**src/sv/dpid_pkg.sv**
```systemverilog
// Shared types, widths and codes for the differential drive PID unit.
// Used by every module of the block; depends on nothing.
`timescale 1ns / 1ps

package dpid_pkg;

    // Field and datapath widths
    localparam int POS_W       = 24;
    localparam int ERR_W       = POS_W + 1;
    localparam int DER_W       = ERR_W + 1;
    localparam int INTEG_W     = 26;
    localparam int GAIN_W      = 16;
    localparam int LIMIT_W     = 23;
    localparam int CFG_INDEX_W = 3;
    localparam int CFG_DATA_W  = 23;
    localparam int PROD_W      = DER_W + GAIN_W + 1;
    localparam int POWER_W     = PROD_W + 2;
    localparam int MIX_W       = POWER_W + 1;
    localparam int DRIVE_W     = 13;
    localparam int DRIVE_MAX   = 3072;

    // Configuration register indexes
    typedef enum logic [CFG_INDEX_W-1:0] {
        CFG_LAT_P,
        CFG_LAT_I,
        CFG_LAT_D,
        CFG_TURN_P,
        CFG_TURN_I,
        CFG_TURN_D,
        CFG_WINDOW,
        CFG_LIMIT
    } t_cfg_index;

    // Gain set of one loop, unsigned Q8.8
    typedef struct packed {
        logic [GAIN_W-1:0] p;
        logic [GAIN_W-1:0] i;
        logic [GAIN_W-1:0] d;
    } t_gains;

    // Error terms of one loop handed from the error stage to the multiply stage
    typedef struct packed {
        logic signed [ERR_W-1:0]   err;
        logic signed [DER_W-1:0]   der;
        logic signed [INTEG_W-1:0] integ;
    } t_loop_terms;

    // Stage load strobes for the multiply-accumulate unit
    typedef struct packed {
        logic prod;
        logic power;
    } t_mac_load;

endpackage

```
**src/sv/dpid_mac.sv**
```systemverilog
// Multiply-accumulate of one PID loop: three gain products, then their sum.
// Two register stages, no reset on payload; depends on dpid_pkg.
`timescale 1ns / 1ps

module dpid_mac (
    input  logic                                i_clk,
    input  dpid_pkg::t_mac_load                 i_load,
    input  dpid_pkg::t_loop_terms               i_terms,
    input  dpid_pkg::t_gains                    i_gains,
    output logic signed [dpid_pkg::POWER_W-1:0] o_power
);
    import dpid_pkg::*;

    logic signed [ERR_W-1:0]   term_err;
    logic signed [DER_W-1:0]   term_der;
    logic signed [INTEG_W-1:0] term_integ;
    logic signed [GAIN_W:0]    gain_p;
    logic signed [GAIN_W:0]    gain_i;
    logic signed [GAIN_W:0]    gain_d;
    logic signed [PROD_W-1:0]  n_prod_p, n_prod_i, n_prod_d;
    logic signed [PROD_W-1:0]  r_prod_p, r_prod_i, r_prod_d;
    logic signed [POWER_W-1:0] n_power, r_power;

    // Gains are unsigned: widen with a zero sign bit
    always_comb begin
        term_err   = i_terms.err;
        term_der   = i_terms.der;
        term_integ = i_terms.integ;
        gain_p     = $signed({1'b0, i_gains.p});
        gain_i     = $signed({1'b0, i_gains.i});
        gain_d     = $signed({1'b0, i_gains.d});
        n_prod_p   = term_err * gain_p;
        n_prod_d   = term_der * gain_d;
        n_prod_i   = term_integ * gain_i;
    end

    // Register the products
    always_ff @(posedge i_clk) begin
        if (i_load.prod) begin
            r_prod_p <= n_prod_p;
            r_prod_i <= n_prod_i;
            r_prod_d <= n_prod_d;
        end
    end

    // Sum into the loop power, signed Q37.8 volts
    assign n_power = POWER_W'(r_prod_p) + POWER_W'(r_prod_d) + POWER_W'(r_prod_i);

    always_ff @(posedge i_clk) begin
        if (i_load.power) begin
            r_power <= n_power;
        end
    end

    assign o_power = r_power;

endmodule

```
**config.mk**
```make
export PLATFORM = sky130hd
export DESIGN_NAME = dpid_mac
export DESIGN_NICKNAME = d
export VERILOG_FILES = /design/src/sv/dpid_pkg.sv /design/src/sv/dpid_mac.sv
export SDC_FILE = /design/constraint.sdc
export NUM_CORES = 2
export LEC_CHECK = 0
export BUFFER_PORTS_ARGS = -buffer_cell sky130_fd_sc_hd__buf_2
export CAP_MARGIN = 10
export CELL_PAD_IN_SITES_DETAIL_PLACEMENT = 1
export CELL_PAD_IN_SITES_GLOBAL_PLACEMENT = 1
export CORE_UTILIZATION = 52
export CTS_BUF_LIST = sky130_fd_sc_hd__clkbuf_8
export DETAILED_ROUTE_END_ITERATION = 8
export GPL_TIMING_DRIVEN = 0
export HOLD_SLACK_MARGIN = 0.02
export MAX_ROUTING_LAYER = met4
export PLACE_DENSITY_LB_ADDON = 0.1
export SETUP_SLACK_MARGIN = 0.15
export SLEW_MARGIN = 15
export SYNTH_ARGS = -nofsm -noshare
export SYNTH_HDL_FRONTEND = slang
export SYNTH_SLANG_ARGS = --single-unit
```
**constraint.sdc**
```tcl
create_clock -name i_clk -period 6.91 [get_ports i_clk]
set_clock_uncertainty 0.1 [all_clocks]
set_input_delay 0 -clock i_clk [delete_from_list [all_inputs] [get_ports i_clk]]
set_output_delay 0 -clock i_clk [all_outputs]
set_load 0.1 [all_outputs]
```
**After elaboration in Yosys (flattened, before gate mapping)**

Cells that the tools add are included.

- Output and inout bits: 45
- Register bits: 173

- Multipliers: 3
- Add/subtract/negate cells: 2

Operator list:

| cell | number |
|---|---|
| multiplier 26 x 17 -> 43 bit | 2 |
| adder 44 x 43 -> 45 bit | 1 |
| adder 42 x 43 -> 44 bit | 1 |
| multiplier 25 x 17 -> 42 bit | 1 |

**Depth between registers and ports, before layout**

- Depth after elaboration: 2
- Mapped depth: 25
- Mapped depth without buffers: 24

**Least setup slack after synthesis**

Ideal clock, no wire load.

- Kind: in2reg
- From: input port i_gains[18] (netlist name)
- To: register r_prod_i[39], data pin
- Setup time: 0.274 ns
- Buffers on the path: 2
- Arrival: 5.949 ns
- Path slack: 0.588 ns
- Cell stages on the path: 22
- Cells stage by stage: clkbuf_1 clkbuf_1 nand2_1 fa_1 fa_1 fa_1 fa_1 inv_1 fa_1 inv_1 fa_1 inv_1 ha_1 a21o_1 a21o_1 a211oi_1 a2111oi_1 o31ai_1 a311oi_1 a211oi_1 mux2i_1 o2111ai_1

- Word-level cells in the longest chain between the ends: 1

RTL lines:

| what | RTL line | RTL |
|---|---|---|
| start, declared | dpid_mac.sv:9 | `input dpid_pkg::t_gains i_gains,` |
| multiplier 26 x 17 -> 43 bit | dpid_mac.sv:34 | `n_prod_i = term_integ * gain_i;` |
| net n_prod_i[39] | dpid_mac.sv:20 | `logic signed [PROD_W-1:0] n_prod_p, n_prod_i, n_prod_d;` |
| end signal, assigned | dpid_mac.sv:41 | `r_prod_i <= n_prod_i;` |
| end, declared | dpid_mac.sv:21 | `logic signed [PROD_W-1:0] r_prod_p, r_prod_i, r_prod_d;` |

The timed path passes the listed nets, and every way through them passes these cells.
A chain may end at the register's enable or synchronous reset.

**Worst setup path after layout**

- From: input port i_terms[61] (netlist name)
- To: register r_prod_p[41] (netlist name)

- Word-level cells in the longest chain between the ends: 1

RTL lines:

| what | RTL line | RTL |
|---|---|---|
| start, declared | dpid_mac.sv:8 | `input dpid_pkg::t_loop_terms i_terms,` |
| multiplier 25 x 17 -> 42 bit | dpid_mac.sv:32 | `n_prod_p = term_err * gain_p;` |
| net n_prod_p[41] | dpid_mac.sv:20 |  |

The timed path passes the listed nets, and every way through them passes these cells.

==> results.cfg <==
[cts]
cts_htree_levels = 4
root_buffer = clkbuf_8
clk_pin_slew_worst_paths_ps = 120
clock_latency_ps = 560
cts.sinks = 173
numCtsBuffers = 17
clockBufferDepth = 2
cts_tree = built

[worst_setup_path]
crit_type = input pin to register
cp_max_fo = 10
start_kind = input pin
r2r_slack_ps = 2160
cp_data_arrival_time_ps = 6880
r2r-end = o_power[41]$_DFFE_PP_
r2r-start = r_prod_p[1]$_DFFE_PP_
crit_required_ps = 7040
endpoint_kind = register
ff2ff_path_depth = 13

[yosys]
ys_ff_latch = 173
async_reset_ff_share_pct = 0
synthTopCellsByArea = fa_1 47%, inv_1 11%, edfxtp_1 9.9%, ha_1 8.5%, and2_1 6.1%
postSynthNetCount = 7356
synth_top_area_cell = fa_1
synth_cells = 5627
synth_edf_count = 173
synth-seq-area-share_pct = 9.858
ys_warn_count = 0
syn_area_sq_um = 52700
synth_area_per_cell_sq_um = 9.365
yosysTopAreaCellShare_pct = 47.29
synth_flop_cell = edfxtp_1
synth_cell_type_count = 63

[grt]
grt_pass1_vias = 43830
grt_max_degree = 84
grt_usage_pct = 33.50
grt_pass1_wl_um = 252200
antenna_found_initial = 11
overflow = 0

[placement]
io_buffers = 155
place_hpwl_um = 138800
gp_congestion = 0.9737
dp.cells = 7140

[sta]
setup-violations-final = 0
min_period_ps = 6755
holdWs_ps = 99.86
finalCritPeriodShare_pct = 97.75
fmax_mhz = 148.0
rsz0062_at_grt = yes
finalHoldViolCount = 0
fin_tns_setup_ps = 0
slew_headroom_pct = 36.00
tightest_slew_ps = 955.8
drv_slew = 0

[layout]
final.fill_count = 11660
instances_no_fill = 7190
finalNetCount = 7541
drive_above_1_share_pct = 5.528
final_common_cell = inv_1
area_growth_syn_to_layout_pct = 6.396
mostFrequentLayoutCells = 1,476 x inv_1, 1,245 x fa_1, 800 x nand2_1

[routing]
drtPass1Iterations = 5
drtIter0Drc = 2239
route.detailed.drc = 0
antenna_left = 0
num_vias = 38650
routedWlPerCell_um = 22.09
wl_um = 158800
avgViaCountPerCell = 5.376

[floorplanning]
initial_utilization_pct = 52.55
dieArea_sq_um = 102600
row_count = 116
coreArea_sq_um = 100300
die_x_um = 320.3
die_y_um = 320.3
io_pins = 173

[hold_path]
hold_class = input pin to register
whs_path_depth = 3
min_from = i_gains[18]
hold_end = r_prod_i[2]$_DFFE_PP_

[run]
cap_violations = 0

[run_status]
outcome = completed
## flip-flops by register name, indices dropped and copies added (netlist names)
signal and cells:
o_power 45, r_prod_d 43, r_prod_i 43, r_prod_p 42
## worst max-delay path, stage by stage
cell	delay, ps
buf_2	200
clkbuf_2	320
nand2_1	140
fa_1	550
fa_1	490
fa_1	550
inv_1	50
fa_1	470
fa_1	520
inv_1	50
fa_1	470
inv_1	40
ha_1	360
a21o_1	180
a21o_1	170
a21oi_1	130
o21ai_1	150
o211ai_1	430
a21boi_2	200
o31a_1	380
o21a_1	230
o211ai_1	780
## repair_timing
action / in CTS / in global routing
hold endpoints to repair: 51 / 46
hold buffers: 10 / 2
resized for setup: 63 / 154
endpoints found under the setup margin: 30 / 26
setup buffers: 0 / 2
pin swaps: 1 / 5
## cells in the mapped netlist (4+ instances only)
library cell	count
inv_1	1476
fa_1	1245
nand2_1	800
and2_1	512
ha_1	356
clkbuf_1	195
edfxtp_1	173
a21oi_1	127
xnor2_1	105
nor2_1	92
o21ai_0	73
a21o_1	71
xor2_1	34
nor3_1	33
nor2b_1	31
o21a_1	27
nand2b_1	25
nand3_1	25
a211oi_1	23
and3_1	21
o21bai_1	19
a31oi_1	16
o211ai_1	14
o21ai_1	13
nand4_1	11
o31a_1	11
a21boi_0	10
or3_1	9
a311oi_1	6
o31ai_1	6
a2111oi_0	5
or2_2	5
a311o_1	4
nor4_1	4
o311ai_1	4
## per-layer routing
| metal | wire (um) | GRT usage (%) | vias to the layer above |
|---|---|---|---|
| met5 | 0 | - | - |
| met4 | 4078 | 8.166 | 0 |
| met3 | 8527 | 3.833 | 200 |
| met2 | 78230 | 55.26 | 1000 |
| met1 | 68010 | 44.41 | 20480 |
| li1 | - | - | 16980 |
## layout make-up
class / count / area (sq um) / area share [%]
timing repair buffer: 170 / 952.2 / 1.698
clock inverter: 15 / 203.9 / 0.3637
multi-input combinational: 3783 / 41340 / 73.74
clock buffer: 17 / 234.0 / 0.4173
buffer: 191 / 882.1 / 1.573
tap: 1357 / 1698 / 3.028
antenna: 8 / 20.02 / 0.03570
inverter: 1476 / 5540 / 9.881
sequential: 173 / 5195 / 9.265
## how the worst max path moves through the flow
stage | startpoint | cells after the start | endpoint
after CTS | i_gains[9] | 22 | r_prod_d[41]$_DFFE_PP_
final | i_terms[61] | 22 | r_prod_p[41]$_DFFE_PP_
after global routing | i_terms[63] | 22 | r_prod_p[41]$_DFFE_PP_
after floorplan | i_gains[18] | 22 | r_prod_i[39]$_DFFE_PP_
after global placement | i_gains[18] | 22 | r_prod_i[39]$_DFFE_PP_
after detailed placement | i_gains[2] | 22 | r_prod_d[41]$_DFFE_PP_
## metrics by stage
step	utilization [%]	instance area [sq um]	setup WS [ps]
final	55.91	56070	155.2
after global routing	55.90	56070	112.5
after CTS	55.69	55850	90.16
after detailed placement	55.05	55210	-1171
after global placement	55.01	55170	-1100
after floorplan	-	52700	587.5
## cells by family (layout without fill, tap and decap cells)
logic type                 Yosys count  count (layout)  share of synthesized area, %
other                                0               8                             0
DFF                                173             173                         9.858
and+or+nand+nor                   1579            1579                         14.41
muxes                                2               2                       0.03799
buffers and inverters             1671            1869                         11.90
AOI/OAI and AO/OA                  462             462                         5.736
adders and majority gates         1601            1601                         55.75
xor gates and xnor gates           139             139                         2.310
Power is not shown: default switching activity piles up to over one toggle a cycle in this logic, so the estimate is an artifact.
