File: src/sv/dpid_pkg.sv
// Shared types, widths and codes for the differential drive PID unit.
// Used by every module of the block; depends on nothing.
`timescale 1ns / 1ps

package dpid_pkg;

    // Field and datapath widths
    localparam int POS_W       = 24;
    localparam int ERR_W       = POS_W + 1;
    localparam int DER_W       = ERR_W + 1;
    localparam int INTEG_W     = 26;
    localparam int GAIN_W      = 16;
    localparam int LIMIT_W     = 23;
    localparam int CFG_INDEX_W = 3;
    localparam int CFG_DATA_W  = 23;
    localparam int PROD_W      = DER_W + GAIN_W + 1;
    localparam int POWER_W     = PROD_W + 2;
    localparam int MIX_W       = POWER_W + 1;
    localparam int DRIVE_W     = 13;
    localparam int DRIVE_MAX   = 3072;

    // Configuration register indexes
    typedef enum logic [CFG_INDEX_W-1:0] {
        CFG_LAT_P,
        CFG_LAT_I,
        CFG_LAT_D,
        CFG_TURN_P,
        CFG_TURN_I,
        CFG_TURN_D,
        CFG_WINDOW,
        CFG_LIMIT
    } t_cfg_index;

    // Gain set of one loop, unsigned Q8.8
    typedef struct packed {
        logic [GAIN_W-1:0] p;
        logic [GAIN_W-1:0] i;
        logic [GAIN_W-1:0] d;
    } t_gains;

    // Error terms of one loop handed from the error stage to the multiply stage
    typedef struct packed {
        logic signed [ERR_W-1:0]   err;
        logic signed [DER_W-1:0]   der;
        logic signed [INTEG_W-1:0] integ;
    } t_loop_terms;

    // Stage load strobes for the multiply-accumulate unit
    typedef struct packed {
        logic prod;
        logic power;
    } t_mac_load;

endpackage

File: src/sv/dpid_err.sv
// Error stage of one PID loop: error, derivative and clamped integral.
// Holds the loop state (previous error, integral); depends on dpid_pkg.
`timescale 1ns / 1ps

module dpid_err (
    input  logic                              i_clk,
    input  logic                              i_rst_n,
    input  logic                              i_load,
    input  logic signed [dpid_pkg::POS_W-1:0] i_meas,
    input  logic signed [dpid_pkg::POS_W-1:0] i_target,
    input  logic [dpid_pkg::LIMIT_W-1:0]      i_window,
    input  logic [dpid_pkg::LIMIT_W-1:0]      i_limit,
    output dpid_pkg::t_loop_terms             o_terms
);
    import dpid_pkg::*;

    logic signed [ERR_W-1:0]   r_err,   n_err;
    logic signed [DER_W-1:0]   r_der,   n_der;
    logic signed [INTEG_W-1:0] r_integ, n_integ;
    logic [ERR_W-1:0]          err_mag;
    logic                      in_window;
    logic signed [INTEG_W:0]   acc_sum;
    logic signed [INTEG_W:0]   lim_pos;
    logic signed [INTEG_W:0]   lim_neg;

    // Error and derivative against the previous error of this loop
    always_comb begin
        n_err = ERR_W'(i_meas) - ERR_W'(i_target);
        n_der = DER_W'(n_err) - DER_W'(r_err);
    end

    // Accumulate inside the window, otherwise drop the integral, then clamp
    always_comb begin
        err_mag   = n_err[ERR_W-1] ? ERR_W'(-n_err) : ERR_W'(n_err);
        in_window = err_mag < {{(ERR_W-LIMIT_W){1'b0}}, i_window};
        lim_pos   = $signed({{(INTEG_W+1-LIMIT_W){1'b0}}, i_limit});
        lim_neg   = -lim_pos;
        if (in_window) begin
            acc_sum = (INTEG_W+1)'(r_integ) + (INTEG_W+1)'(n_err);
        end else begin
            acc_sum = '0;
        end
        if (acc_sum > lim_pos) begin
            n_integ = INTEG_W'(lim_pos);
        end else if (acc_sum < lim_neg) begin
            n_integ = INTEG_W'(lim_neg);
        end else begin
            n_integ = INTEG_W'(acc_sum);
        end
    end

    // Advance loop state once per transfer into this stage
    always_ff @(posedge i_clk) begin
        if (!i_rst_n) begin
            r_err   <= '0;
            r_der   <= '0;
            r_integ <= '0;
        end else if (i_load) begin
            r_err   <= n_err;
            r_der   <= n_der;
            r_integ <= n_integ;
        end
    end

    assign o_terms.err   = r_err;
    assign o_terms.der   = r_der;
    assign o_terms.integ = r_integ;

endmodule

File: config.mk
export PLATFORM = sky130hd
export DESIGN_NAME = dpid_err
export DESIGN_NICKNAME = d
export VERILOG_FILES = /design/src/sv/dpid_pkg.sv /design/src/sv/dpid_err.sv
export SDC_FILE = /design/constraint.sdc
export NUM_CORES = 1
export LEC_CHECK = 0
export ABC_CLOCK_PERIOD_IN_PS = 21300
export BUFFER_PORTS_ARGS = -buffer_cell sky130_fd_sc_hd__buf_2
export CAP_MARGIN = 5
export CELL_PAD_IN_SITES_DETAIL_PLACEMENT = 1
export CELL_PAD_IN_SITES_GLOBAL_PLACEMENT = 2
export CORE_ASPECT_RATIO = 2
export CORE_MARGIN = 2
export CORE_UTILIZATION = 35
export DETAILED_ROUTE_END_ITERATION = 7
export MAX_ROUTING_LAYER = met4
export PLACE_DENSITY_LB_ADDON = 0.25
export REMOVE_ABC_BUFFERS = 1
export SYNTH_ARGS = -nofsm -noshare
export SYNTH_HDL_FRONTEND = slang
export SYNTH_SLANG_ARGS = --single-unit
File: constraint.sdc
create_clock -name i_clk -period 21.3 [get_ports i_clk]
set_input_delay 0 -clock i_clk [delete_from_list [all_inputs] [get_ports i_clk]]
set_output_delay 0 -clock i_clk [all_outputs]
set_load 0.01 [all_outputs]
Word level (Yosys, flattened, before mapping)
Cells that the tools add are included.
- logic and storage cells: 15
- bits in read-only memories: 0
- input port bits: 97
- bits in registers: 77
- output and inout port bits: 77
- RAM bits: 0
- latch bits: 0
- memories kept: 0
- eq/ne operators: 0
- muxes and demuxes: 4
- magnitude comparators: 3
- div/mod/pow operators: 0
- bitwise gates (word level): 0
- add/subtract/negate cells: 5
- reduce and logical (&&, ||, !) cells: 0
- shifts and indexed selects: 0
- multiply operators: 0
- operators by type and width (cell ; number):
    26-bit two-way mux ; 2
    26-bit by 25-bit adder with 27-bit output ; 1
    27-bit by 24-bit greater-than comparator with 1-bit output ; 1
    27-bit < comparator ; 1
    27-bit two-way mux ; 1
    23-bit negator with 27-bit output ; 1
    25-bit by 25-bit subtractor with 26-bit output ; 1
    25-bit by 23-bit < comparator with 1-bit output ; 1
    25-bit two-way mux ; 1
    25-bit negator ; 1
    24-bit by 24-bit subtractor with 25-bit output ; 1

Longest topological paths before layout
Gate-level depths: netlist of run 1.
- word-level depth: 8
- mapped depth: 44
- gate-level depth less buffers: 39

Worst setup path before layout of run 1
No wires, ideal clock.
- path type: input to register
- start point: in i_meas[0] (netlist bit)
- end point: reg r_integ[22]
- arrival: 7.447 ns
- path buffers: 4
- required time: 21.221 ns
- stages on the path: 43
- setup slack: 13.774 ns
- setup time: 0.079 ns
- cell sequence: inv_1 ha_1 fa_1 nor2b_1 o31ai_2 a211oi_1 a21bo_2 a21oi_1 a21oi_1 o21a_1 clkbuf_1 inv_1 clkbuf_1 nand2_1 o21ai_0 ha_1 a21boi_0 o21a_1 [... 7 more ...] nand2_1 clkbuf_1 nor2_1 ha_1 nor2b_1 o21a_1 o21a_1 o21a_1 o21a_1 o21ai_0 a21oi_1 o31a_1 o21a_1 nor4bb_1 or3_1 buf_2 mux2_4 a211oi_2
- cells in the longest elaborated chain, start to end: 8
- elaborated cells on any way between the ends: 10
- those cells by class: add/sub (3); order compare (3); mux (4)
- ends and longest elaborated chain (what ; RTL line ; RTL):
    start, declared ; dpid_err.sv:9 ; input logic signed [dpid_pkg::POS_W-1:0] i_meas,
    24-bit by 24-bit subtractor with 25-bit output * ; dpid_err.sv:28 ; n_err = ERR_W'(i_meas) - ERR_W'(i_target);
    named net n_err[24] ; dpid_err.sv:17 ; logic signed [ERR_W-1:0] r_err, n_err;
    25-bit negator ; dpid_err.sv:34 ; err_mag = n_err[ERR_W-1] ? ERR_W'(-n_err) : ERR_W'(n_err);
    25-bit two-way mux ; dpid_err.sv:34 ;
    25-bit by 23-bit < comparator with 1-bit output ; dpid_err.sv:35 ; in_window = err_mag < {{(ERR_W-LIMIT_W){1'b0}}, i_window};
    27-bit two-way mux * ; dpid_err.sv:38 ; if (in_window) begin
    27-bit < comparator ; dpid_err.sv:45 ; end else if (acc_sum < lim_neg) begin
    26-bit two-way mux ; dpid_err.sv:45 ;
    26-bit two-way mux * ; dpid_err.sv:43 ; if (acc_sum > lim_pos) begin
    end signal, assigned ; dpid_err.sv:61 ; r_integ <= n_integ;
    end, declared ; dpid_err.sv:19 ; logic signed [INTEG_W-1:0] r_integ, n_integ;
Mark *: on every way through the listed nets, which the timed path passes. The rest lies on a longest branch.
A chain may end at the register's enable or synchronous reset.

Worst setup path after layout of run 1
- start point: in i_meas[0] (netlist bit)
- end point: reg r_integ[22]
- cells in the longest elaborated chain, start to end: 8
- elaborated cells on any way between the ends: 10
- those cells by class: add/sub (3); order compare (3); mux (4)
- ends and longest elaborated chain (what ; RTL line):
    24-bit by 24-bit subtractor with 25-bit output * ; dpid_err.sv:28
    25-bit negator ; dpid_err.sv:34
    25-bit two-way mux ; dpid_err.sv:34
    25-bit by 23-bit < comparator with 1-bit output ; dpid_err.sv:35
    27-bit two-way mux * ; dpid_err.sv:38
    27-bit < comparator ; dpid_err.sv:45
    26-bit two-way mux ; dpid_err.sv:45
    26-bit two-way mux * ; dpid_err.sv:43
Every way passes the cells marked *; elsewhere a longest branch is shown, timed or not.

==> results of run 1 <==
-- state kept, by name (all words and copies together), names as in the netlist --
register and count:
r_der 26, r_integ 26, r_err 25
-- per-layer routing --
| layer | global-route usage (%) | vias to the layer above | wire length (um) |
|---|---|---|---|
| li1 | - | 5033 | - |
| met1 | 24.4 | 5059 | 13500 |
| met2 | 50.6 | 191 | 21500 |
| met3 | 2.14 | 72 | 874 |
| met4 | 11.7 | 0 | 1560 |
| met5 | - | - | 0 |
-- worst max path at each step --
stage,slack [ns],end,depth (start not counted)
floorplan,13.34,r_integ[22],39
global placement,11.54,r_integ[22],42
detailed placement,11.18,r_integ[22],41
CTS,11.60,r_integ[22],41
global route,10.89,r_integ[22],42
finish,11.69,r_integ[22],42
-- logic make-up (layout without fill, tap and decap cells) --
family | Yosys count | after routing
AND/OR/NAND/NOR | 411 | 411
AO/OA/AOI/OAI | 360 | 360
buffers and inverters | 186 | 349
adder cells (fa/ha/maj) | 152 | 152
XOR/XNOR | 92 | 92
flip-flops | 77 | 77
multiplexers | 39 | 39
-- area by class of cell --
class / count / area share (%)
flip-flops and latches: 77 / 13.2
well taps: 356 / 3.83
repair buffers: 199 / 9.44
clock buffers: 9 / 1.94
multi-input cells: 1054 / 66.5
clock inverters: 7 / 0.753
inverters: 134 / 4.32
-- power by group --
| part | total (mW) | internal (mW) | switching [mW] | leakage (nW) |
|---|---|---|---|---|
| Combinational | 0.918 | 0.359 | 0.559 | 4.93 |
| Sequential | 0.217 | 0.180 | 0.0376 | 0.636 |
| Clock | 0.175 | 0.0944 | 0.0810 | 0.155 |
-- metrics by stage --
stage	setup WS, ns	utilization, %	hold slack [ns]
global placement	11.54	39.7	0.315
CTS	11.60	41.3	0.0201
global route	10.89	41.3	0.0585
finish	11.69	41.3	0.0475
floorplan	13.34	-	0.0894
detailed placement	11.18	39.7	0.324
-- worst register-to-register path, stage by stage, from the launching register on --
cell      delay, ns
dfxtp_1        0.36
ha_1           0.38
a21o_1         0.20
a21oi_1        0.14
o21ai_0        0.19
o21ai_0        0.20
nand2b_1       0.15
a41o_1         0.31
maj3_1         0.40
a21oi_1        0.19
xnor2_1        0.12
and3_1         0.26
ha_1           0.43
nand4_1        0.14
nor4_1         0.43
a22oi_1        0.14
o21a_1         0.15
nor4bb_1       0.64
or3_1          0.98
mux2_4         0.36
a211oi_2       0.21
-- placed cells by master (no fill, tap or decap), types with 12 or more instances in the layout --
cell	count
a211oi_1	17
a21o_1	33
a21oi_1	88
a31oi_1	15
and3_1	15
buf_2	172
buf_4	13
dfxtp_1	77
dlygate4sd3_1	14
ha_1	146
inv_1	131
mux2i_1	37
nand2_1	73
nand2b_1	19
nand3_1	26
nand3b_1	14
nand4_1	20
nor2_1	96
nor2b_1	55
nor3_1	35
o211a_1	12
o21a_1	27
o21ai_0	62
o31ai_1	18
xnor2_1	58
xor2_1	34
==> metrics.md, run 1 <==
| Metric | Value |
|---|---|
| Startpoint types | `input pin` |
| IR drop worst, VDD | `0.0611 mV` |
| Outcome | `complete, no violations` |
| Dpl cells | `approximately 1800` |
| Post-Synth Simple-Gate Area | `between 20% and 30%` |
| Ys flop type | `dfxtp_1` |
| Placed cell areas | `11200 sq um` |
| DRT Pass-1 Iters | `4` |
| Critical path's largest stage delay | `0.98 ns` |
| GPL Wtd Cong | `0.905` |
| Largest family of logic cells by synthesized area | `compound AO/OA/AOI/OAI gates` |
| # rows | `87` |
| Mux cell area share after synthesis | `under 10%` |
| Final hold violations | `0` |
| DRT iter0 DRCs | `272` |
| Required @ worst endpoint | `between 20 and 25 ns` |
| Die width | `about 120 um` |
| WS Path Type | `in2reg` |
| Clock sinks | `between 70 and 80` |
| Initial Utilization | `35.4%` |
| Period utilization | `45.1%` |
| Root buffer cell | `clkbuf_16` |
| Hold Path Depth | `4` |
| Post-layout minimum cycle time | `9.61 ns` |
| Pwr Density | `roughly 110 nW/um^2` |
| Synth top area share | `~18%` |
| Crit path buf inv count | `5` |
| Max-capacitance violation count | `0` |
| Seq/Total Area, Yosys | `15.4%` |
| Die extent in y | `approximately 240 um` |
| Fmax | `104 MHz` |
| Vias in the first global route | `11000` |
| CP delay by family, top | `compound AO/OA/AOI/OAI gates` |
| Avg Cell Area, Syn | `7.59 sq um` |
| DRC | `0` |
| Yosys reg bits | `77` |
| RR Endpoint | `r_integ[22]` |
| Count leader, synth | `ha_1` |
| Endpoints failing setup | `0` |
| Post-CTS Setup Bufs | `0` |
| Antenna Cells | `0` |
| Worst Hold End | `r_integ[17]` |
| Clk slew on worst S/H paths | `~0.080 ns` |
| Total power | `1.31 mW` |
| Antenna-violating nets left | `0` |
| Core Area | `28200 sq um` |
| Yosys cell types | `82` |
| XOR/XNOR share of the synthesized area | `8.07%` |
| Crit path from | `i_meas[0]` |
| FFs w/ async S/R, synth | `0%` |
| Setup_tns | `0 ns` |
| P_leak | `5.72 nW` |
| # hold bufs at CTS | `14` |
| Clock Skews | `0.0118 ns` |
| Vias | `10400` |
| Hold path start | `i_limit[17]` |
| CTS resizes | `0` |
| H-tree depth | `3` |
| Detailed Place HPWL | `30700 um` |
| Num CTS Buffers | `9` |
| Via-to-Cell Ratio | `5.64` |
| Register Area | `1540 sq um` |
| Most common cell on crit path | `o21a_1` |
| Global route total overflow | `0` |
| P&R area growth vs syn | `16.5%` |
| Fill cells | `3553` |
| RSZ-0062 raised after global routing | `false` |
| Reg2Reg Launch Point | `r_integ[5]` |
| Worst EP arrival | `9.92 ns` |
| Layout cells sized above 1 | `15.4%` |
| Synth Area in Compound Gates | `24.2%` |
| Area of the multi-input gates | `around 7700 sq um` |
| Crit-path max FO | `22` |
| Relative slew slack | `between 20% and 30%` |
| CTS Buffer Depth | `2` |
| Post-Synth Adder-Cell Area | `a little under a fifth` |
| Area leader, netlist | `ha_1` |
| Synth cell count leaders | `ha_1, inv_1, nor2_1` |
| First-pass GRT wire length | `approximately 58000 um` |
| EDFF count, synth | `0` |
| Synthesized instance count | `between 1000 and 1500` |
| Num ports | `174` |
| Critical Path End Type | `flop` |
| Largest cells by area after synthesis | `ha_1, dfxtp_1, xnor2_1` |
| CTS tree | `built` |
| Slew Limit Fails | `0` |
| Layout Cells excl Fill | `about 1800` |
| Drt total wl | `between 30000 and 40000 um` |
| Later-pin clock latency in the skew report | `0.38 ns` |
| Avg WL per Cell | `about 20 um` |
| Port Buffers | `173` |
| Warnings from Yosys | `0` |
| Slew @ Worst Pin | `roughly 1.1 ns` |
| Net count reported at finish | `around 1700` |
| Reg2reg path depth | `20` |
| Min-delay worst type | `in2reg` |
| CP max stage cell | `or3_1` |
| Area of the mapped netlist | `9990 sq um` |
| Largest net degree at the start of global routing | `60` |
| Antenna violations before repair | `0` |
| R2r setup slk | `14.85 ns` |
| Fin area | `11600 sq um` |
| Total track usage | `25.8%` |
| Die area | `30000 sq um` |
No activity file was read; power rests on OpenSTA's default activity.
==> inputs of run 2 (changes only) <==
--- a/config.mk
+++ b/config.mk
@@ -5,14 +5,15 @@
 export SDC_FILE = /design/constraint.sdc
 export NUM_CORES = 1
 export LEC_CHECK = 0
-export ABC_CLOCK_PERIOD_IN_PS = 21300
+export ABC_AREA = 1
+export ABC_CLOCK_PERIOD_IN_PS = 8700
 export BUFFER_PORTS_ARGS = -buffer_cell sky130_fd_sc_hd__buf_2
 export CAP_MARGIN = 5
 export CELL_PAD_IN_SITES_DETAIL_PLACEMENT = 1
 export CELL_PAD_IN_SITES_GLOBAL_PLACEMENT = 2
 export CORE_ASPECT_RATIO = 2
 export CORE_MARGIN = 2
-export CORE_UTILIZATION = 35
+export CORE_UTILIZATION = 28
 export DETAILED_ROUTE_END_ITERATION = 7
 export MAX_ROUTING_LAYER = met4
 export PLACE_DENSITY_LB_ADDON = 0.25
==> constraint.sdc (replaced) <==
create_clock -name i_clk -period 8.7 [get_ports i_clk]
set_input_delay 0 -clock i_clk [delete_from_list [all_inputs] [get_ports i_clk]]
set_output_delay 0 -clock i_clk [all_outputs]
set_load 0.01 [all_outputs]
==> metrics.md, run 2 <==
| Metric | Value |
|---|---|
| Outcome | `complete, no violations` |
| Worst EP arrival | `7.37 ns (-2.55 ns)` |
| Avg Cell Area, Syn | `6.00 sq um (-21%)` |
| Pwr Density | `206 nW/um^2 (+83%)` |
| Vias | `11600 (+12%)` |
| Later-pin clock latency in the skew report | `0.37 ns (about the same)` |
| Hold path start | `i_load` |
| WS Path Type | `in2reg` |
| DRT Pass-1 Iters | `4 (unchanged)` |
| Most common cell after layout, fill and taps aside | `nand2_1` |
| Area of the multi-input gates | `7690 sq um (-0.58%)` |
| Final Core Density | `32.5% (-8.8 points)` |
| Clock power share | `14.9% (+1.5 points)` |
| CTS Buffer Depth | `2 (unchanged)` |
| Seq pwr share | `18.4% (+1.8 points)` |
| Crit-path max FO | `30 (+36%)` |
| RSZ-0062 raised after global routing | `false` |
| Yosys cell types | `51 (-38%)` |
| Synthesized instance count | `1772 (+35%)` |
| Area leader, netlist | `ha_1` |
| Final hold violations | `0 (unchanged)` |
| R2r setup slk | `2.54 ns (-12.31 ns)` |
| Num ports | `174 (unchanged)` |
| Clock Skews | `0.00785 ns (-0.00393 ns)` |
| Uppermost layer routed | `met4` |
| Yosys reg bits | `77 (unchanged)` |
| Period utilization | `81.2%` |
| Global route total overflow | `0 (unchanged)` |
| Wire length on met1 | `17700 um (+31%)` |
| DRT iter0 DRCs | `302 (+11%)` |
| CTS resizes | `0 (unchanged)` |
| Internal power | `1.18 mW (+87%)` |
| Core Area | `37700 sq um (+34%)` |
| EDFF count, synth | `0 (unchanged)` |
| Synth cell count leaders | `nand2_1, inv_1, nor2_1` |
| Setup_tns | `0 ns (unchanged)` |
| Detailed Place HPWL | `33600 um (+9.3%)` |
| Min-delay worst type | `in2reg` |
| Combinational power share | `66.7% (-3.3 points)` |
| Register Area | `1540 sq um (unchanged)` |
| Clk slew on worst S/H paths | `0.06 ns (-0.02 ns)` |
| Antenna violations before repair | `0 (unchanged)` |
| # hold bufs at CTS | `2 (-12)` |
| Port Buffers | `173 (unchanged)` |
| Largest net degree at the start of global routing | `77 (+28%)` |
| Num CTS Buffers | `9 (unchanged)` |
| Relative slew slack | `36.9% (+13 points)` |
| Avg WL per Cell | `16.5 um (-19%)` |
| Reg2Reg Launch Point | `r_integ[0]` |
| Dpl cells | `2377 (+32%)` |
| Endpoints failing setup | `0 (unchanged)` |
| GPL Wtd Cong | `0.845 (-6.7%)` |
| Slew @ Worst Pin | `0.945 ns (-0.202 ns)` |
| Clock sinks | `77 (unchanged)` |
| Fill cells | `5064 (+43%)` |
| Drt total wl | `39500 um (+5.5%)` |
| Fmax | `142 MHz` |
| WL met2 | `19400 um (-9.8%)` |
| FFs w/ async S/R, synth | `0% (unchanged)` |
| Antenna Cells | `0 (unchanged)` |
| RR Endpoint | `r_integ[19]` |
| Area of the mapped netlist | `10600 sq um (+6.4%)` |
| Net count reported at finish | `2173 (+26%)` |
| Die area | `39600 sq um (+32%)` |
| Layout Cells excl Fill | `2395 (+30%)` |
| Initial Utilization | `28.2% (-7.2 points)` |
| Most common cell on crit path | `nand2_1` |
| P&R area growth vs syn | `15.1%` |
| Seq/Total Area, Yosys | `14.5% (-0.93 points)` |
| Met3 WL post-DR | `1070 um (+23%)` |
| # rows | `101 (+16%)` |
| First-pass GRT wire length | `63300 um (+9.3%)` |
| Die extent in y | `280 um (+15%)` |
| H-tree depth | `3 (unchanged)` |
| Critical Path End Type | `flop` |
| Hold Slack | `0.0720 ns (+0.0245 ns)` |
| Post-CTS Setup Bufs | `0 (unchanged)` |
| Synth top area share | `17.2% (-1.1 points)` |
| Startpoint types | `input pin` |
| Sw Share | `53.2% (+1.5 points)` |
| P_leak | `6.86 nW (+20%)` |
| Most frequent cells in the layout | `nand2_1, inv_1, nor2_1, buf_2, a21oi_1` |
| DRC | `0 (unchanged)` |
| Via-to-Cell Ratio | `4.83 (-14%)` |
| Largest cells by area after synthesis | `ha_1, dfxtp_1, nand2_1` |
| Sw Pwr | `1.34 mW (+98%)` |
| Biggest regs | `r_der (26), r_integ (26), r_err (25)` |
| Layout cells sized above 1 | `14.3% (-1.1 points)` |
| Die width | `142 um (+15%)` |
| Slew Limit Fails | `0 (unchanged)` |
| Hold Path Depth | `5 (+1)` |
| IR drop worst, VDD | `0.125 mV (+100%)` |
| Reg2reg path depth | `28 (+40%)` |
| Antenna-violating nets left | `0 (unchanged)` |
| Root buffer cell | `clkbuf_16` |
| CTS tree | `built` |
| Max-capacitance violation count | `0 (unchanged)` |
| Worst Hold End | `r_der[6]` |
| Critical path's largest stage delay | `0.55 ns (-0.43 ns)` |
| Total track usage | `21.0% (-4.9 points)` |
| Vias in the first global route | `11800 (+7.7%)` |
| Post-layout minimum cycle time | `just over 7 ns` |
| Count leader, synth | `nand2_1` |
| Ys flop type | `dfxtp_1` |
| Required @ worst endpoint | `9.00 ns (-12.60 ns)` |
| CP max stage cell | `nand2_2` |
| Warnings from Yosys | `0 (unchanged)` |
run 2: power groups by stage:
stage | combinational [mW] | sequential, mW | clock, mW
finish | 1.68 | 0.464 | 0.375
detailed placement | 1.70 | 0.474 | 0
floorplan | 1.15 | 0.481 | 0
CTS | 1.71 | 0.467 | 0.390
global placement | 1.68 | 0.475 | 0
global route | 1.94 | 0.471 | 0.403
run 2: how the worst max path moves through the flow:
stage | start | to
3_5_place_dp | i_meas[0] | r_integ[2]
5_1_grt | i_meas[0] | r_integ[21]
6_report | i_meas[0] | r_integ[19]
3_3_place_gp | i_meas[0] | r_integ[2]
2_1_floorplan | i_meas[0] | r_integ[0]
4_1_cts | i_meas[0] | r_integ[2]
run 2: metal layers:
metal / up-vias / track usage, %
met5: - / -
met4: 0 / 7.67
met3: 44 / 2.09
met2: 177 / 36.1
met1: 5318 / 25.2
li1: 6031 / -
run 2: per-stage QoR:
step / power [mW] / cell area [sq um] / setup slack [ns]
after floorplan: 1.63 / 10500 / 2.56
after global placement: 2.16 / 11900 / 1.18
after detailed placement: 2.17 / 11900 / 1.02
after CTS: 2.57 / 12200 / 1.40
after global routing: 2.82 / 12200 / 0.587
final: 2.52 / 12200 / 1.64
run 2: final cells by class:
type,count,area share (%)
Clock buffer,10,1.87
Clock inverter,6,0.378
Inverter,328,10.1
Sequential cell,77,12.6
Tap cell,463,4.74
Multi-Input combinational cell,1332,62.8
Timing Repair Buffer,179,7.49
run 2: critical path: cells and delay by family:
family          cells  cell delay (ns)
fa+ha+maj           4             1.18
buf+inv             9             1.16
xor+xnor            1             0.16
simple gates       28             3.18
compound gates      9             1.64
run 2: kinds of logic after synthesis:
logic type | share of synthesized area [%]
and+or+nand+nor | 31.2
buffers and inverters | 13.2
AOI/OAI and AO/OA | 17.5
adders and majority gates | 17.8
DFF | 14.5
xor gates and xnor gates | 5.92
==> inputs of run 3 (changes only) <==
--- a/config.mk
+++ b/config.mk
@@ -6,14 +6,14 @@
 export NUM_CORES = 1
 export LEC_CHECK = 0
 export ABC_AREA = 1
-export ABC_CLOCK_PERIOD_IN_PS = 8700
+export ABC_CLOCK_PERIOD_IN_PS = 7200
 export BUFFER_PORTS_ARGS = -buffer_cell sky130_fd_sc_hd__buf_2
 export CAP_MARGIN = 5
 export CELL_PAD_IN_SITES_DETAIL_PLACEMENT = 1
 export CELL_PAD_IN_SITES_GLOBAL_PLACEMENT = 2
 export CORE_ASPECT_RATIO = 2
 export CORE_MARGIN = 2
-export CORE_UTILIZATION = 28
+export CORE_UTILIZATION = 31
 export DETAILED_ROUTE_END_ITERATION = 7
 export MAX_ROUTING_LAYER = met4
 export PLACE_DENSITY_LB_ADDON = 0.25
==> constraint.sdc (replaced) <==
create_clock -name i_clk -period 7.2 [get_ports i_clk]
set_input_delay 0 -clock i_clk [delete_from_list [all_inputs] [get_ports i_clk]]
set_output_delay 0 -clock i_clk [all_outputs]
set_load 0.01 [all_outputs]
==> metrics.md, run 3 (synthesis results as in run 2) <==
| Metric | Value |
|---|---|
| Outcome | `complete, no violations` |
| Relative slew slack | `39.6% (+2.7 points)` |
| IR drop worst, VDD | `0.141 mV (+13%)` |
| WS Path Type | `in2reg` |
| CP delay by family, top | `simple AND/OR/NAND/NOR gates` |
| Slew Limit Fails | `0 (unchanged)` |
| Layout Cells excl Fill | `2382 (-0.54%)` |
| Period utilization | `around 87%` |
| Fmax | `~160 MHz` |
| Drt total wl | `38800 um (-1.8%)` |
| CP max stage cell | `fa_1` |
| CTS tree | `built` |
| Post-CTS Setup Bufs | `0 (unchanged)` |
| Clock power share | `15.6% (+0.7 points)` |
| DRC | `0 (unchanged)` |
| Crit path buf inv count | `10 (+1)` |
| Most frequent cells in the layout | `nand2_1, inv_1, nor2_1, buf_2, a21oi_1` |
| P&R area growth vs syn | `16.0%` |
| Worst EP arrival | `6.54 ns (-0.83 ns)` |
| # rows | `96 (-5.0%)` |
| Initial Utilization | `31.3% (+3.0 points)` |
| Register Area | `1540 sq um (unchanged)` |
| Sw Share | `52.5% (-0.68 points)` |
| Fin area | `12300 sq um (+0.79%)` |
| Final hold violations | `0 (unchanged)` |
| Max-capacitance violation count | `0 (unchanged)` |
| Setup_tns | `0 ns (unchanged)` |
| Sw Pwr | `1.65 mW (+23%)` |
| RSZ-0062 raised after global routing | `false` |
| Later-pin clock latency in the skew report | `0.36 ns (about the same)` |
| Avg WL per Cell | `16.3 um (-1.2%)` |
| Most common cell on crit path | `nand2_1` |
| Min-delay worst type | `in2reg` |
| Antenna Cells | `0 (unchanged)` |
| Startpoint types | `input pin` |
| Critical Path End Type | `flop` |
| Internal power | `1.50 mW (+27%)` |
| Fill cells | `4663 (-7.9%)` |
| Pwr Density | `256 nW/um^2 (+24%)` |
| GPL Wtd Cong | `0.876 (+3.6%)` |
| Critical path's largest stage delay | `0.44 ns (-0.11 ns)` |
| Combinational power share | `66.5% (-0.2 points)` |
| Die extent in y | `266 um (-4.9%)` |
| P_leak | `6.94 nW (+1.1%)` |
| Biggest regs | `r_der (26), r_integ (26), r_err (25)` |
| Vias | `11600 (-0.069%)` |
| Via-to-Cell Ratio | `4.85 (+0.48%)` |
| Antenna-violating nets left | `0 (unchanged)` |
| Detailed Place HPWL | `32600 um (-3.0%)` |
| Vias in the first global route | `11700 (-1.1%)` |
| CTS Buffer Depth | `2 (unchanged)` |
| Net count reported at finish | `2183 (+0.46%)` |
| Slew @ Worst Pin | `0.904 ns (-0.0408 ns)` |
| Clk slew on worst S/H paths | `0.07 ns (about the same)` |
| Global route total overflow | `0 (unchanged)` |
| Clock sinks | `77 (unchanged)` |
| Root buffer cell | `clkbuf_16` |
| Antenna violations before repair | `0 (unchanged)` |
| Total track usage | `22.6% (+1.6 points)` |
| Required @ worst endpoint | `7.45 ns (-1.55 ns)` |
| Num ports | `174 (unchanged)` |
| Endpoints failing setup | `0 (unchanged)` |
| Post-layout minimum cycle time | `6.29 ns` |
| Most common cell after layout, fill and taps aside | `nand2_1` |
| Num CTS Buffers | `9 (unchanged)` |
| Area of the multi-input gates | `7700 sq um (+0.15%)` |
| Die width | `135 um (-4.8%)` |
| Dpl cells | `2365 (-0.50%)` |
| First-pass GRT wire length | `62400 um (-1.4%)` |
| Seq pwr share | `17.9% (-0.5 points)` |
| H-tree depth | `3 (unchanged)` |
| DRT Pass-1 Iters | `4 (unchanged)` |
| Port Buffers | `173 (unchanged)` |
| Core Area | `34000 sq um (-9.7%)` |
| Clock Skews | `0.00292 ns (-0.00493 ns)` |
| Crit-path max FO | `21 (-30%)` |
| Placed cell areas | `12000 sq um (+0.50%)` |
| Total power | `3.15 mW (+25%)` |
| Largest net degree at the start of global routing | `75 (-2.6%)` |
| Layout cells sized above 1 | `14.9% (+0.55 points)` |
| DRT iter0 DRCs | `325 (+7.6%)` |
| Die area | `35900 sq um (-9.5%)` |
==> run 3: cell count changes in the layout (fill, tap and decap cells not counted), sizes merged <==
cell      change
buf          +10
bufinv        +1
clkbuf        -1
clkinv        +1
clkinvlp      -2
==> run 3: final timing paths <==
kind | cells after the start | slack, ns | from | endpoint
min reg2reg | 2 | 0.48 | r_der[17] | r_der[17]
max reg2reg | 28 | 1.83 | r_integ[0] | r_integ[5]
max | 51 | 0.91 | i_meas[0] | r_integ[5]
min | 5 | 0.05 | i_limit[1] | r_integ[1]
==> run 3: worst min-delay path, cell delays in order <==
cell and delay (ns):
buf_2 0.11, nand2_1 0.09, o21bai_2 0.08, inv_2 0.05, a21oi_2 0.04
==> run 3: power by group through the flow <==
stage / combinational, mW / sequential (mW) / clock [mW]
after floorplan: 1.38 / 0.582 / 0
after global placement: 2.08 / 0.578 / 0
after detailed placement: 2.10 / 0.577 / 0
after CTS: 2.11 / 0.568 / 0.505
after global routing: 2.40 / 0.574 / 0.525
final: 2.10 / 0.565 / 0.491
==> run 3: what timing repair did <==
item | in CTS | in global routing
hold endpoints to repair | 2 | 0
endpoints found under the setup margin | 0 | 25
hold buffers | 2 | 0
gates resized for setup | 0 | 5
==> run 3: through the flow <==
step / util, % / hold slack [ns] / worst slack, ns
6_report: 36.3 / 0.0497 / 0.910
3_3_place_gp: 35.3 / 0.325 / 0.402
5_1_grt: 36.3 / 0.0653 / 0.00898
4_1_cts: 36.2 / 0.0428 / 0.627
2_1_floorplan: - / 0.0894 / 1.06
3_5_place_dp: 35.3 / 0.323 / 0.264
==> run 3: metal layers <==
layer  global-route usage [%]  vias to the layer above  routed length, um
li1                         -                     6049                  -
met1                     29.5                     5296              18600
met2                     37.5                      177              18300
met3                     1.98                       40                955
met4                     5.60                        0                912
met5                        -                        -                  0
==> run 3: cell type report <==
cell class              instances  share of cell area (%)
clock inverters                 6                   0.589
multi-input cells            1332                    62.4
repair buffers                189                    8.14
inverters                     328                    10.0
clock buffers                   9                    1.83
well taps                     441                    4.47
flip-flops and latches         77                    12.5
